## config.mk

```make
export PLATFORM = sky130hd
export DESIGN_NAME = glove_frame_to_hand_command_flat
export DESIGN_NICKNAME = d
export VERILOG_FILES = /design/src/hdl/gfhc_pkg.sv /design/src/hdl/gfhc_ifs.sv /design/src/hdl/gfhc_datapath.sv /design/src/hdl/gfhc_ctrl.sv /design/src/hdl/glove_frame_to_hand_command.sv /design/src/flat_wrapper.sv
export SDC_FILE = /design/constraint.sdc
export NUM_CORES = 1
export LEC_CHECK = 0
export BUFFER_PORTS_ARGS = -buffer_cell sky130_fd_sc_hd__clkbuf_2
export CAP_MARGIN = 20
export CELL_PAD_IN_SITES_DETAIL_PLACEMENT = 1
export CELL_PAD_IN_SITES_GLOBAL_PLACEMENT = 1
export CORE_MARGIN = 2
export CORE_UTILIZATION = 45
export DETAILED_ROUTE_END_ITERATION = 12
export PLACE_DENSITY = 0.77
export SETUP_SLACK_MARGIN = 0.2
export SKIP_LAST_GASP = 1
export SYNTH_ARGS = -nofsm -noshare
export SYNTH_HDL_FRONTEND = slang
export SYNTH_SLANG_ARGS = --single-unit
```

## constraint.sdc

```tcl
create_clock -name clk -period 11 [get_ports clk]
set_clock_uncertainty 0.05 [all_clocks]
set_input_delay 0 -clock clk [delete_from_list [all_inputs] [get_ports clk]]
set_output_delay 0 -clock clk [all_outputs]
set_load 0.1 [all_outputs]
```

## src/hdl/gfhc_pkg.sv

```systemverilog
// Shared types and constants for the glove frame to hand command block.
// Depends on nothing; every other file depends on it.
package gfhc_pkg;

  localparam int WIN_LEN    = 20;
  localparam int FILL_W     = 5;
  localparam int CH_N       = 6;
  localparam int CH_W       = 3;
  localparam int IDX_W      = 5;
  localparam int DIV_STEPS  = 10;
  localparam int CFG_IDX_W  = 4;
  localparam int CFG_DATA_W = 48;

  localparam logic [FILL_W-1:0] FILL_LAST = FILL_W'(WIN_LEN - 1);
  localparam logic [IDX_W-1:0]  IDX_LAST  = IDX_W'(WIN_LEN - 1);
  localparam logic [CH_W-1:0]   CH_LAST   = CH_W'(CH_N - 1);
  localparam logic [3:0]        STEP_LAST = 4'(DIV_STEPS - 1);

  localparam logic [7:0] SYNC_BYTE = 8'h47;
  localparam logic [7:0] END_BYTE  = 8'h00;
  localparam logic [7:0] HDR0      = 8'hEB;
  localparam logic [7:0] HDR1      = 8'h90;
  localparam logic [7:0] CMD_LEN   = 8'd15;
  localparam logic [7:0] CMD_WRITE = 8'h12;
  localparam logic [7:0] ADDR_LO   = 8'hCE;
  localparam logic [7:0] ADDR_HI   = 8'h05;

  localparam logic [10:0] SCALE2   = 11'd2000;
  localparam logic [15:0] FULL_VAL = 16'd1000;
  localparam logic [15:0] NO_VAL   = 16'hFFFF;

  localparam logic [CFG_IDX_W-1:0] REG_ZERO   = 4'd0;
  localparam logic [CFG_IDX_W-1:0] REG_FULL   = 4'd1;
  localparam logic [CFG_IDX_W-1:0] REG_ENABLE = 4'd2;
  localparam logic [CFG_IDX_W-1:0] REG_DEVID  = 4'd3;

  typedef struct packed {
    logic             push;
    logic             prep;
    logic             div_step;
    logic             store;
    logic             send;
    logic [CH_W-1:0]  ch;
    logic [IDX_W-1:0] idx;
  } cmd_t;

  typedef struct packed {
    logic hit;
    logic hand_en;
  } status_t;

endpackage

```

## src/hdl/gfhc_ifs.sv

```systemverilog
// Handshake channel interfaces: input bytes, command bytes and config writes.
// Depends on gfhc_pkg for widths.
interface gfhc_in_if;
  logic       valid;
  logic       ready;
  logic [7:0] in_byte;
  modport source (output valid, output in_byte, input ready);
  modport sink (input valid, input in_byte, output ready);
endinterface

interface gfhc_out_if;
  logic       valid;
  logic       ready;
  logic [7:0] out_byte;
  logic       frame_last;
  modport source (output valid, output out_byte, output frame_last, input ready);
  modport sink (input valid, input out_byte, input frame_last, output ready);
endinterface

interface gfhc_cfg_if;
  logic                               valid;
  logic                               ready;
  logic [gfhc_pkg::CFG_IDX_W-1:0]     index;
  logic [gfhc_pkg::CFG_DATA_W-1:0]    data;
  modport source (output valid, output index, output data, input ready);
  modport sink (input valid, input index, input data, output ready);
endinterface

```

## src/hdl/gfhc_datapath.sv

```systemverilog
// Datapath: byte window, config registers, channel mapping with a serial
// divider, value store and command byte selection. Depends on gfhc_pkg.
module gfhc_datapath (
  input  logic                            clk,
  input  logic                            rst,
  input  logic [7:0]                      in_byte,
  input  logic                            cfg_we,
  input  logic [gfhc_pkg::CFG_IDX_W-1:0]  cfg_index,
  input  logic [gfhc_pkg::CFG_DATA_W-1:0] cfg_data,
  input  gfhc_pkg::cmd_t                  cmd,
  output gfhc_pkg::status_t               status,
  output logic [7:0]                      out_byte,
  output logic                            frame_last
);
  import gfhc_pkg::*;

  logic [7:0]            win [WIN_LEN];
  logic [FILL_W-1:0]     fill;
  logic [CFG_DATA_W-1:0] cal_zero;
  logic [CFG_DATA_W-1:0] cal_full;
  logic                  hand_en;
  logic [7:0]            dev_id;
  logic [7:0]            csum;
  logic [15:0]           vals [CH_N];

  logic       flag_eq, flag_zero, flag_full;
  logic [8:0] rem;
  logic [9:0] nlow;
  logic [8:0] dvs;
  logic [9:0] quo;

  logic              hit;
  logic [7:0]        raw;
  logic [5:0]        boff;
  logic signed [9:0] v, z, f, a;
  logic [7:0]        b;
  logic              gt;
  logic [18:0]       num;
  logic [9:0]        trial;
  logic [9:0]        diff;
  logic              ge;

  // A frame hits when the incoming end byte lands on a fill of nineteen with the sync byte in win[1].
  assign hit = (fill == FILL_LAST) && (win[1] == SYNC_BYTE) && (in_byte == END_BYTE);
  assign status.hit = hit;
  assign status.hand_en = hand_en;

  always_ff @(posedge clk) begin
    if (cmd.push) begin
      for (int i = 0; i < WIN_LEN - 1; i++) begin
        win[i] <= win[i+1];
      end
      win[WIN_LEN-1] <= in_byte;
    end
  end

  always_ff @(posedge clk) begin
    if (rst) begin
      fill <= '0;
    end else if (cmd.push) begin
      if (fill != FILL_LAST) begin
        fill <= fill + FILL_W'(1);
      end else if (hit) begin
        fill <= '0;
      end
    end
  end

  always_ff @(posedge clk) begin
    if (rst) begin
      cal_zero <= '0;
      cal_full <= '1;
      hand_en  <= 1'b1;
      dev_id   <= 8'd1;
    end else if (cfg_we) begin
      unique case (cfg_index)
        REG_ZERO:   cal_zero <= cfg_data;
        REG_FULL:   cal_full <= cfg_data;
        REG_ENABLE: hand_en  <= cfg_data[0];
        REG_DEVID:  dev_id   <= cfg_data[7:0];
        default: ;
      endcase
    end
  end

  // Sensor taps of the frame for channels zero to five.
  always_comb begin
    unique case (cmd.ch)
      3'd0:    raw = win[13];
      3'd1:    raw = win[10];
      3'd2:    raw = win[7];
      3'd3:    raw = win[5];
      3'd4:    raw = win[3];
      3'd5:    raw = win[1];
      default: raw = 8'h00;
    endcase
  end

  assign boff = {cmd.ch, 3'b000};
  assign v  = signed'({2'b00, raw});
  assign z  = signed'({2'b00, cal_zero[boff +: 8]});
  assign f  = signed'({2'b00, cal_full[boff +: 8]});
  assign gt = f > z;
  assign a  = gt ? (v - z) : (z - v);
  assign b  = gt ? 8'(f - z) : 8'(z - f);
  // Rounded quotient is (2000*a + b) / (2*b), valid only for 0 < a < b.
  assign num = 19'(a[7:0]) * 19'(SCALE2) + 19'(b);

  assign trial = {rem, nlow[9]};
  assign ge    = trial >= {1'b0, dvs};
  assign diff  = trial - {1'b0, dvs};

  always_ff @(posedge clk) begin
    if (cmd.prep) begin
      flag_eq   <= (z == f);
      flag_zero <= (a <= 10'sd0);
      flag_full <= (a > 10'sd0) && (a[7:0] >= b);
      rem       <= num[18:10];
      nlow      <= num[9:0];
      dvs       <= {b, 1'b0};
    end else if (cmd.div_step) begin
      rem  <= ge ? diff[8:0] : trial[8:0];
      quo  <= {quo[8:0], ge};
      nlow <= {nlow[8:0], 1'b0};
    end
  end

  always_ff @(posedge clk) begin
    if (cmd.store) begin
      priority if (flag_eq) begin
        vals[cmd.ch] <= NO_VAL;
      end else if (flag_zero) begin
        vals[cmd.ch] <= '0;
      end else if (flag_full) begin
        vals[cmd.ch] <= FULL_VAL;
      end else begin
        vals[cmd.ch] <= {6'b000000, quo};
      end
    end
  end

  always_comb begin
    unique case (cmd.idx)
      5'd0:    out_byte = HDR0;
      5'd1:    out_byte = HDR1;
      5'd2:    out_byte = dev_id;
      5'd3:    out_byte = CMD_LEN;
      5'd4:    out_byte = CMD_WRITE;
      5'd5:    out_byte = ADDR_LO;
      5'd6:    out_byte = ADDR_HI;
      5'd7:    out_byte = vals[0][7:0];
      5'd8:    out_byte = vals[0][15:8];
      5'd9:    out_byte = vals[1][7:0];
      5'd10:   out_byte = vals[1][15:8];
      5'd11:   out_byte = vals[2][7:0];
      5'd12:   out_byte = vals[2][15:8];
      5'd13:   out_byte = vals[3][7:0];
      5'd14:   out_byte = vals[3][15:8];
      5'd15:   out_byte = vals[4][7:0];
      5'd16:   out_byte = vals[4][15:8];
      5'd17:   out_byte = vals[5][7:0];
      5'd18:   out_byte = vals[5][15:8];
      5'd19:   out_byte = csum;
      default: out_byte = 8'h00;
    endcase
  end

  assign frame_last = (cmd.idx == IDX_LAST);

  // The checksum builds up as bytes two through eighteen leave.
  always_ff @(posedge clk) begin
    if (cmd.push && hit) begin
      csum <= '0;
    end else if (cmd.send && (cmd.idx >= 5'd2) && (cmd.idx != IDX_LAST)) begin
      csum <= csum + out_byte;
    end
  end

endmodule

```

## src/hdl/gfhc_ctrl.sv

```systemverilog
// Controller: sequences byte intake, per-channel mapping and command output.
// Depends on gfhc_pkg.
module gfhc_ctrl (
  input  logic              clk,
  input  logic              rst,
  input  logic              in_valid,
  output logic              in_ready,
  output logic              out_valid,
  input  logic              out_ready,
  input  gfhc_pkg::status_t status,
  output gfhc_pkg::cmd_t    cmd
);
  import gfhc_pkg::*;

  localparam logic [2:0] S_IDLE  = 3'd0;
  localparam logic [2:0] S_PREP  = 3'd1;
  localparam logic [2:0] S_DIV   = 3'd2;
  localparam logic [2:0] S_STORE = 3'd3;
  localparam logic [2:0] S_SEND  = 3'd4;

  logic [2:0]       state;
  logic [CH_W-1:0]  ch;
  logic [3:0]       step;
  logic [IDX_W-1:0] idx;

  assign in_ready  = (state == S_IDLE);
  assign out_valid = (state == S_SEND);

  assign cmd.push     = in_valid && in_ready;
  assign cmd.prep     = (state == S_PREP);
  assign cmd.div_step = (state == S_DIV);
  assign cmd.store    = (state == S_STORE);
  assign cmd.send     = out_valid && out_ready;
  assign cmd.ch       = ch;
  assign cmd.idx      = idx;

  always_ff @(posedge clk) begin
    if (rst) begin
      state <= S_IDLE;
      ch    <= '0;
      step  <= '0;
      idx   <= '0;
    end else begin
      unique case (state)
        S_IDLE: begin
          if (cmd.push && status.hit && status.hand_en) begin
            state <= S_PREP;
            ch    <= '0;
          end
        end
        S_PREP: begin
          state <= S_DIV;
          step  <= '0;
        end
        S_DIV: begin
          step <= step + 4'd1;
          if (step == STEP_LAST) begin
            state <= S_STORE;
          end
        end
        S_STORE: begin
          if (ch == CH_LAST) begin
            state <= S_SEND;
            idx   <= '0;
          end else begin
            ch    <= ch + CH_W'(1);
            state <= S_PREP;
          end
        end
        S_SEND: begin
          if (out_ready) begin
            if (idx == IDX_LAST) begin
              state <= S_IDLE;
            end else begin
              idx <= idx + IDX_W'(1);
            end
          end
        end
        default: state <= S_IDLE;
      endcase
    end
  end

endmodule

```

## src/hdl/glove_frame_to_hand_command.sv

```systemverilog
// Glove frame to hand command converter. An input word that completes no frame
// is taken while the controller is idle. A matching frame, when enabled, is
// mapped for six channels, each through prepare, the 10-step shared divider and
// store, then 20 command words leave at one per cycle while the sink is ready.
// Synchronous active-high reset empties the window, idles the controller and
// loads the register defaults; configuration writes are taken in any cycle.
module glove_frame_to_hand_command (
  input  logic       clk,
  input  logic       rst,
  gfhc_in_if.sink    byte_in,
  gfhc_out_if.source cmd_out,
  gfhc_cfg_if.sink   cfg
);
  import gfhc_pkg::*;

  cmd_t    cmd;
  status_t status;

  assign cfg.ready = 1'b1;

  gfhc_ctrl u_ctrl (
    .clk       (clk),
    .rst       (rst),
    .in_valid  (byte_in.valid),
    .in_ready  (byte_in.ready),
    .out_valid (cmd_out.valid),
    .out_ready (cmd_out.ready),
    .status    (status),
    .cmd       (cmd)
  );

  gfhc_datapath u_datapath (
    .clk        (clk),
    .rst        (rst),
    .in_byte    (byte_in.in_byte),
    .cfg_we     (cfg.valid),
    .cfg_index  (cfg.index),
    .cfg_data   (cfg.data),
    .cmd        (cmd),
    .status     (status),
    .out_byte   (cmd_out.out_byte),
    .frame_last (cmd_out.frame_last)
  );

endmodule
```

## src/flat_wrapper.sv

```systemverilog
// flat-port wrapper written by rule: the top's interface ports become plain ports
module glove_frame_to_hand_command_flat import gfhc_pkg::*;
  (clk, rst, byte_in_valid, byte_in_in_byte, byte_in_ready, cmd_out_valid, cmd_out_out_byte, cmd_out_frame_last, cmd_out_ready, cfg_valid, cfg_index, cfg_data, cfg_ready);
  gfhc_in_if byte_in_i ();
  gfhc_out_if cmd_out_i ();
  gfhc_cfg_if cfg_i ();
  input  logic clk;
  input  logic rst;
  input wire logic [$bits(byte_in_i.valid)-1:0] byte_in_valid;
  input wire logic [$bits(byte_in_i.in_byte)-1:0] byte_in_in_byte;
  output wire logic [$bits(byte_in_i.ready)-1:0] byte_in_ready;
  output wire logic [$bits(cmd_out_i.valid)-1:0] cmd_out_valid;
  output wire logic [$bits(cmd_out_i.out_byte)-1:0] cmd_out_out_byte;
  output wire logic [$bits(cmd_out_i.frame_last)-1:0] cmd_out_frame_last;
  input wire logic [$bits(cmd_out_i.ready)-1:0] cmd_out_ready;
  input wire logic [$bits(cfg_i.valid)-1:0] cfg_valid;
  input wire logic [$bits(cfg_i.index)-1:0] cfg_index;
  input wire logic [$bits(cfg_i.data)-1:0] cfg_data;
  output wire logic [$bits(cfg_i.ready)-1:0] cfg_ready;
  assign byte_in_i.valid = byte_in_valid;
  assign byte_in_i.in_byte = byte_in_in_byte;
  assign byte_in_ready = byte_in_i.ready;
  assign cmd_out_valid = cmd_out_i.valid;
  assign cmd_out_out_byte = cmd_out_i.out_byte;
  assign cmd_out_frame_last = cmd_out_i.frame_last;
  assign cmd_out_i.ready = cmd_out_ready;
  assign cfg_i.valid = cfg_valid;
  assign cfg_i.index = cfg_index;
  assign cfg_i.data = cfg_data;
  assign cfg_ready = cfg_i.ready;
  glove_frame_to_hand_command u_core (.clk(clk), .rst(rst), .byte_in(byte_in_i), .cmd_out(cmd_out_i), .cfg(cfg_i));
endmodule
```

After elaboration in Yosys (flattened, before gate mapping)
Memory sizes are Yosys's and may differ from the RTL's.
Cells that the tools add are included.
- shift-type cells: 2
- bitwise operators: 4
- mux-type cells: 47
- equal/unequal tests: 44
- magnitude comparators: 6
- multipliers: 1
- reductions and logical operators: 27
- $add $sub $neg: 11
- operator list (kind ; number):
    one-hot mux 8 bit (20 select lines) ; 1
    indexed part select 48 x 7 -> 8 bit ; 2
    2-to-1 mux 16 bit ; 3
    one-hot mux 8 bit (6 select lines) ; 1
    == test 5 x 4 -> 1 bit (second input constant) ; 8
    2-to-1 mux 10 bit ; 3
    2-to-1 mux 9 bit ; 3
    == test 5 bit (second input constant) ; 5
    2-to-1 mux 5 bit ; 5
    2-to-1 mux 3 bit ; 7
    == test 5 x 3 -> 1 bit (second input constant) ; 4
    adder 19 x 8 -> 19 bit ; 1
    2-to-1 mux 1 bit ; 19
    subtractor 8 x 8 -> 9 bit ; 2
    subtractor 8 bit ; 2
    multiplier 8 x 7 -> 15 bit (second input constant) ; 1
    one-hot mux 3 bit (5 select lines) ; 1
    == test 3 x 2 -> 1 bit (second input constant) ; 4
    inequality test 2 bit (second input constant) ; 6
    AND reduction 2 bit ; 6
    adder 5 x 1 -> 5 bit (second input constant) ; 2
    == test 5 x 2 -> 1 bit (second input constant) ; 2
    greater-or-equal comparator 10 x 9 -> 1 bit ; 1
    greater-than comparator 10 x 1 -> 1 bit (second input constant) ; 1
    other kinds (32) ; 52
- memories kept: 2
- register bits: 173
- bits in writable memories: 256
- memories (memory ; depth ; bits a word ; rd ports ; clocked after memory_dff ; wr ports ; RTL line ; RTL):
    u_core.u_datapath.win ; 20 ; 8 ; 19 ; 0 ; 20 ; gfhc_datapath.sv:17 ; logic [7:0] win [WIN_LEN];
    u_core.u_datapath.vals ; 6 ; 16 ; 6 ; 0 ; 1 ; gfhc_datapath.sv:24 ; logic [15:0] vals [CH_N];

Longest topological paths before layout
An unclocked memory read counts as a cell.
- depth in word-level cells: 8
- mapped depth: 35
- mapped depth without buffers: 30

Cells and area by module
From an unflattened synthesis, not the netlist that was laid out.
- cells, all modules: 1703
- area total of the unflattened synthesis: 19321.0 um^2
- modules (own cells, without submodules) (module ; instances ; area each (um^2) ; cells an instance ; seq. area each (um^2)):
    gfhc_datapath ; 1 ; 18417.7 ; 1596 ; 10109.7
    gfhc_ctrl ; 1 ; 892.1 ; 105 ; 300.3
    glove_frame_to_hand_command ; 1 ; 11.3 ; 2 ; 0.0

Worst setup path after synthesis
Ideal clock, no wire load.
- path type: register to register
- start: register u_core.u_ctrl.ch[1]
- end: register u_core.u_datapath.rem[8], data pin
- buffers on the path: 5
- path slack: 2735 ps
- arrival time: 7950 ps
- stages on the path, launching flop included: 33
- required time: 10685 ps
- clock period less this slack: 8265 ps
- cells stage by stage: dfxtp_1 -> clkbuf_1 -> buf_2 -> buf_1 -> mux2i_1 -> o221ai_1 -> o21ai_0 -> inv_1 -> fa_1 -> nor2b_1 -> o21ai_1 -> a21oi_1 -> o22ai_2 -> buf_4 -> buf_4 -> mux2i_1 -> xnor2_1 -> fa_1 -> xor2_1 -> ha_1 -> fa_1 -> inv_1 -> fa_1 -> inv_1 -> ha_1 -> o21ai_0 -> o21ai_0 -> o211ai_1 -> o21ai_0 -> xor2_1 -> nor2_1 -> a221oi_1 -> nand3_1
- cells in the longest elaborated chain, start to end: 7
- elaborated cells on any way between the ends: 19
- classes of those cells: add/sub: 5; mul: 1; order compare: 1; eq/ne: 5; shift: 2; mux: 4; reduce/logical: 1
- ends and longest elaborated chain (item ; RTL line ; RTL):
    start, declared ; gfhc_ctrl.sv:22 ; logic [CH_W-1:0] ch;
    start signal, assigned ; gfhc_ctrl.sv:66 ; ch <= ch + CH_W'(1);
    branches (longest 5 deep; another with multiplier 8 x 7 -> 15 bit) ; -- ;
    adder 19 x 8 -> 19 bit (*) ; gfhc_datapath.sv:107 ; assign num = 19'(a[7:0]) * 19'(SCALE2) + 19'(b);
    2-to-1 mux 9 bit (*) ; gfhc_datapath.sv:114 ; if (cmd.prep) begin
    end signal, assigned ; gfhc_datapath.sv:118 ; rem <= num[18:10];
    end signal, assigned ; gfhc_datapath.sv:122 ; rem <= ge ? diff[8:0] : trial[8:0];
    end, declared ; gfhc_datapath.sv:27 ; logic [8:0] rem;
Mark *: on every way between the ends.
A chain may end at the register's enable or synchronous reset.

Worst setup path after layout
Same ends and word-level chain as after synthesis.

==> impl_metrics.py <==
metrics = {
    "status": {
        "status": "finished clean",
    },
    "timing": {
        "setup_viol": 0,
        "drv_slew": 0,
        "totalNegativeSetupSlack_ps": 0,
        "whs_ps": 70.6,
        "fin_ws_ps": 1870,
        "min_period_over_period_pct": 83.0,
        "relSlewSlack_pct": 27.7,
        "rsz0062_at_grt": "no",
        "worstMarginPinSlew_ps": 1080,
        "fmax_ghz": 0.109,
        "period_needed_ps": 9130,
        "hold_viol": 0,
    },
    "finish": {
        "final_common_cell": "nand2_1",
        "area_delta_synth_final_pct": 16.1,
        "layout-drive-gt1-share_pct": 11.4,
        "nNetsFinal": 2031,
        "stdcell_area_um2": 22100,
        "n_fill_cell": 4451,
        "final_cell_mix": "nand2_1 (275), edfxtp_1 (258), dfxtp_1 (132), ha_1 (114), inv_1 (106)",
    },
    "clock_tree": {
        "clk_latency_ps": 590,
        "cts_buffers": 42,
        "htreeDepth": 2,
        "cts_tree": "built",
        "clockRootBuffer": "clkbuf_16",
        "clkTransAtPathRegs_ps": 60,
        "clockBufferDepth": 3,
        "cts.sinks": 391,
    },
    "floorplanning": {
        "core-area_um2": 41900,
        "ios": 77,
        "die_h_um": 210,
        "row_count": 75,
        "die_area_um2": 43900,
        "die_w_um": 210,
        "start_util_pct": 45.5,
    },
    "critical_path": {
        "start_kind": "flop",
        "end_kind": "flop",
        "critPathKind": "flop to flop",
        "crit_arrival_ps": 9390,
        "path_max_fanout": 25,
        "rrSetupSlack_ps": 1870,
        "crit_required_ps": 11260,
    },
    "placed_design": {
        "place_ws_ps": 1940,
        "dp_hpwl_mm": 34.3,
        "placed_area_um2": 20000,
        "routabilityCongestion": 0.884,
        "io_buffers": 75,
    },
    "worst_hold_path": {
        "hold_class": "input port to flop",
    },
    "route": {
        "dr.pass1.iters": 6,
        "drtIter0Drc": 857,
        "wl_per_cell_um": 21.3,
        "avgViaCountPerCell": 5.63,
        "ant_nets": 0,
        "drc": 0,
        "vias": 13486,
        "wl_mm": 51.0,
    },
    "synth": {
        "synth_xor_area_share_pct": 2.26,
        "syn_avg_cell_area_um2": 11.1,
        "synth_nets": 1916,
        "synth-compound-area-share_pct": 10.7,
        "synth_area_leaders": "edfxtp_1 (41%), dfxtp_1 (14%), ha_1 (7.5%)",
        "synth_top_family_by_area": "simple AND/OR/NAND/NOR gates",
        "synthAdderAreaFrac_pct": 10.5,
        "synth.distinct_cells": 81,
        "synth_top_cell_by_area": "edfxtp_1",
        "ys.flop_type": "edfxtp_1",
        "ys_async_sr_fraction_pct": 0,
        "synth_top_area_share_pct": 40.7,
        "synth_simple_gate_area_share_pct": 13.5,
        "synth_enable_flop_cells": 258,
        "synth_seq_cells": 391,
        "yosysSeqAreaShare_pct": 54.7,
        "synthMuxAreaShare_pct": 4.33,
        "yosysWarnings": 0,
        "synth_cells": 1708,
        "synth.cell_area_um2": 19000,
    },
    "global_route": {
        "grt.overflow.total": 0,
        "grt_max_degree": 80,
        "gr-usage-all-layers_pct": 23.4,
        "grt_pass1_vias": 14395,
        "grt_first_pass_wirelength_mm": 80.2,
        "antenna_found_initial": 1,
    },
    "power": {
        "p_per_area_nw_per_um2": 270,
        "power_leakage_uw": 0.00857,
        "power_uw": 5960,
        "max-vdd-ir-drop_mv": 0.341,
    },
    "flow_run": {
        "drv_cap": 0,
    },
}
==> final timing paths <==
check / from / cells past startpoint / endpoint
min reg2reg: u_core.u_datapath.win[3][20] / 0 / u_core.u_datapath.win[3][12]
max: u_core.u_ctrl.ch[1] / 27 / u_core.u_datapath.rem[8]
min: cfg_index[3] / 6 / u_core.u_datapath.hand_en
max reg2reg: u_core.u_ctrl.ch[1] / 27 / u_core.u_datapath.rem[8]
==> layout make-up <==
cell class	count	area [µm²]	area share [%]
clock inverter	26	334	1.51
antenna	1	2.50	0.0113
clock buffer	52	1140	5.16
sequential	391	10400	47.1
multi-input combinational	1124	7970	36.1
inverter	107	402	1.82
timing repair buffer	157	1150	5.22
tap	539	674	3.05
==> stage by stage <==
stage,cells,util [%]
global route,2397,52.8
detailed placement,2254,47.7
finish,2397,52.8
floorplan,1708,-
global placement,2254,47.7
CTS,2396,52.8
==> synthesized netlist by cell type, types with 10 or more instances <==
master / count
a222oi_1: 15
xnor2_1: 26
clkbuf_1: 70
nand2_1: 275
edfxtp_1: 258
dfxtp_1: 133
xor2_1: 23
ha_1: 114
nor2_1: 87
a22oi_1: 20
nand4_1: 20
nand3_1: 13
nor2b_1: 13
nor3_1: 15
a221o_1: 12
mux2i_1: 53
o21ai_0: 73
o21a_1: 10
nand2b_1: 13
inv_1: 106
a21oi_1: 103
fa_1: 29
mux2_2: 25
nand3b_1: 53
a21o_1: 12
nor4_1: 10
==> state kept, by name, summed over array words and instances, names as in the netlist, 3 cells and up <==
signal / flops
u_core.u_ctrl.ch: 3
u_core.u_ctrl.idx: 5
u_core.u_ctrl.state: 3
u_core.u_ctrl.step: 4
u_core.u_datapath.cal_full: 48
u_core.u_datapath.cal_zero: 48
u_core.u_datapath.csum: 8
u_core.u_datapath.dev_id: 8
u_core.u_datapath.dvs: 8
u_core.u_datapath.fill: 5
u_core.u_datapath.nlow: 10
u_core.u_datapath.quo: 10
u_core.u_datapath.rem: 9
u_core.u_datapath.vals: 66
u_core.u_datapath.win: 152
==> worst max-delay path, cell delays in order (launching register included) <==
cell and delay, ps:
dfxtp_2 840, buf_4 460, mux2_2 390, a221o_1 310, o21ai_0 250, inv_1 170
ha_1 430, nand4_1 160, o22ai_2 170, buf_4 350, mux2i_1 150, xnor2_1 720
fa_1 570, xor2_1 200, ha_1 310, fa_1 510, inv_1 50, fa_1 490
inv_1 40, ha_1 340, o21ai_0 170, o21ai_0 220, o211ai_1 150, o21ai_0 360
xor2_1 450, nor2_1 130, a221oi_1 280, nand3_1 110
==> power breakdown <==
part           internal (µW)  leakage [µW]  switching, µW
Combinational           1080       0.00418           1610
Clock                    887      0.000711            614
Sequential              1710       0.00368           49.3
Total                   3680       0.00857           2270
==> per-layer routing <==
metal  global-route usage (%)  vias up  part of all wire, %
met5                        0        -                    0
met4                     8.54        0                  3.2
met3                     3.98       90                  4.6
met2                     39.1      329                   48
met1                     30.8     6736                   44
li1                         -     6331                    -
==> timing repair <==
item	4_1_cts	5_1_grt
hold endpoints to repair	131	0
hold buffers	64	0
setup buffers	0	0
resized for setup	0	0
==> kinds of logic after synthesis <==
family | Yosys count
AO/OA/AOI/OAI | 315
AND/OR/NAND/NOR | 537
adder cells (fa/ha/maj) | 143
multiplexers | 79
XOR/XNOR | 49
other | 1
buffers and inverters | 193
flip-flops | 391
No activity file was read; power rests on OpenSTA's default activity.
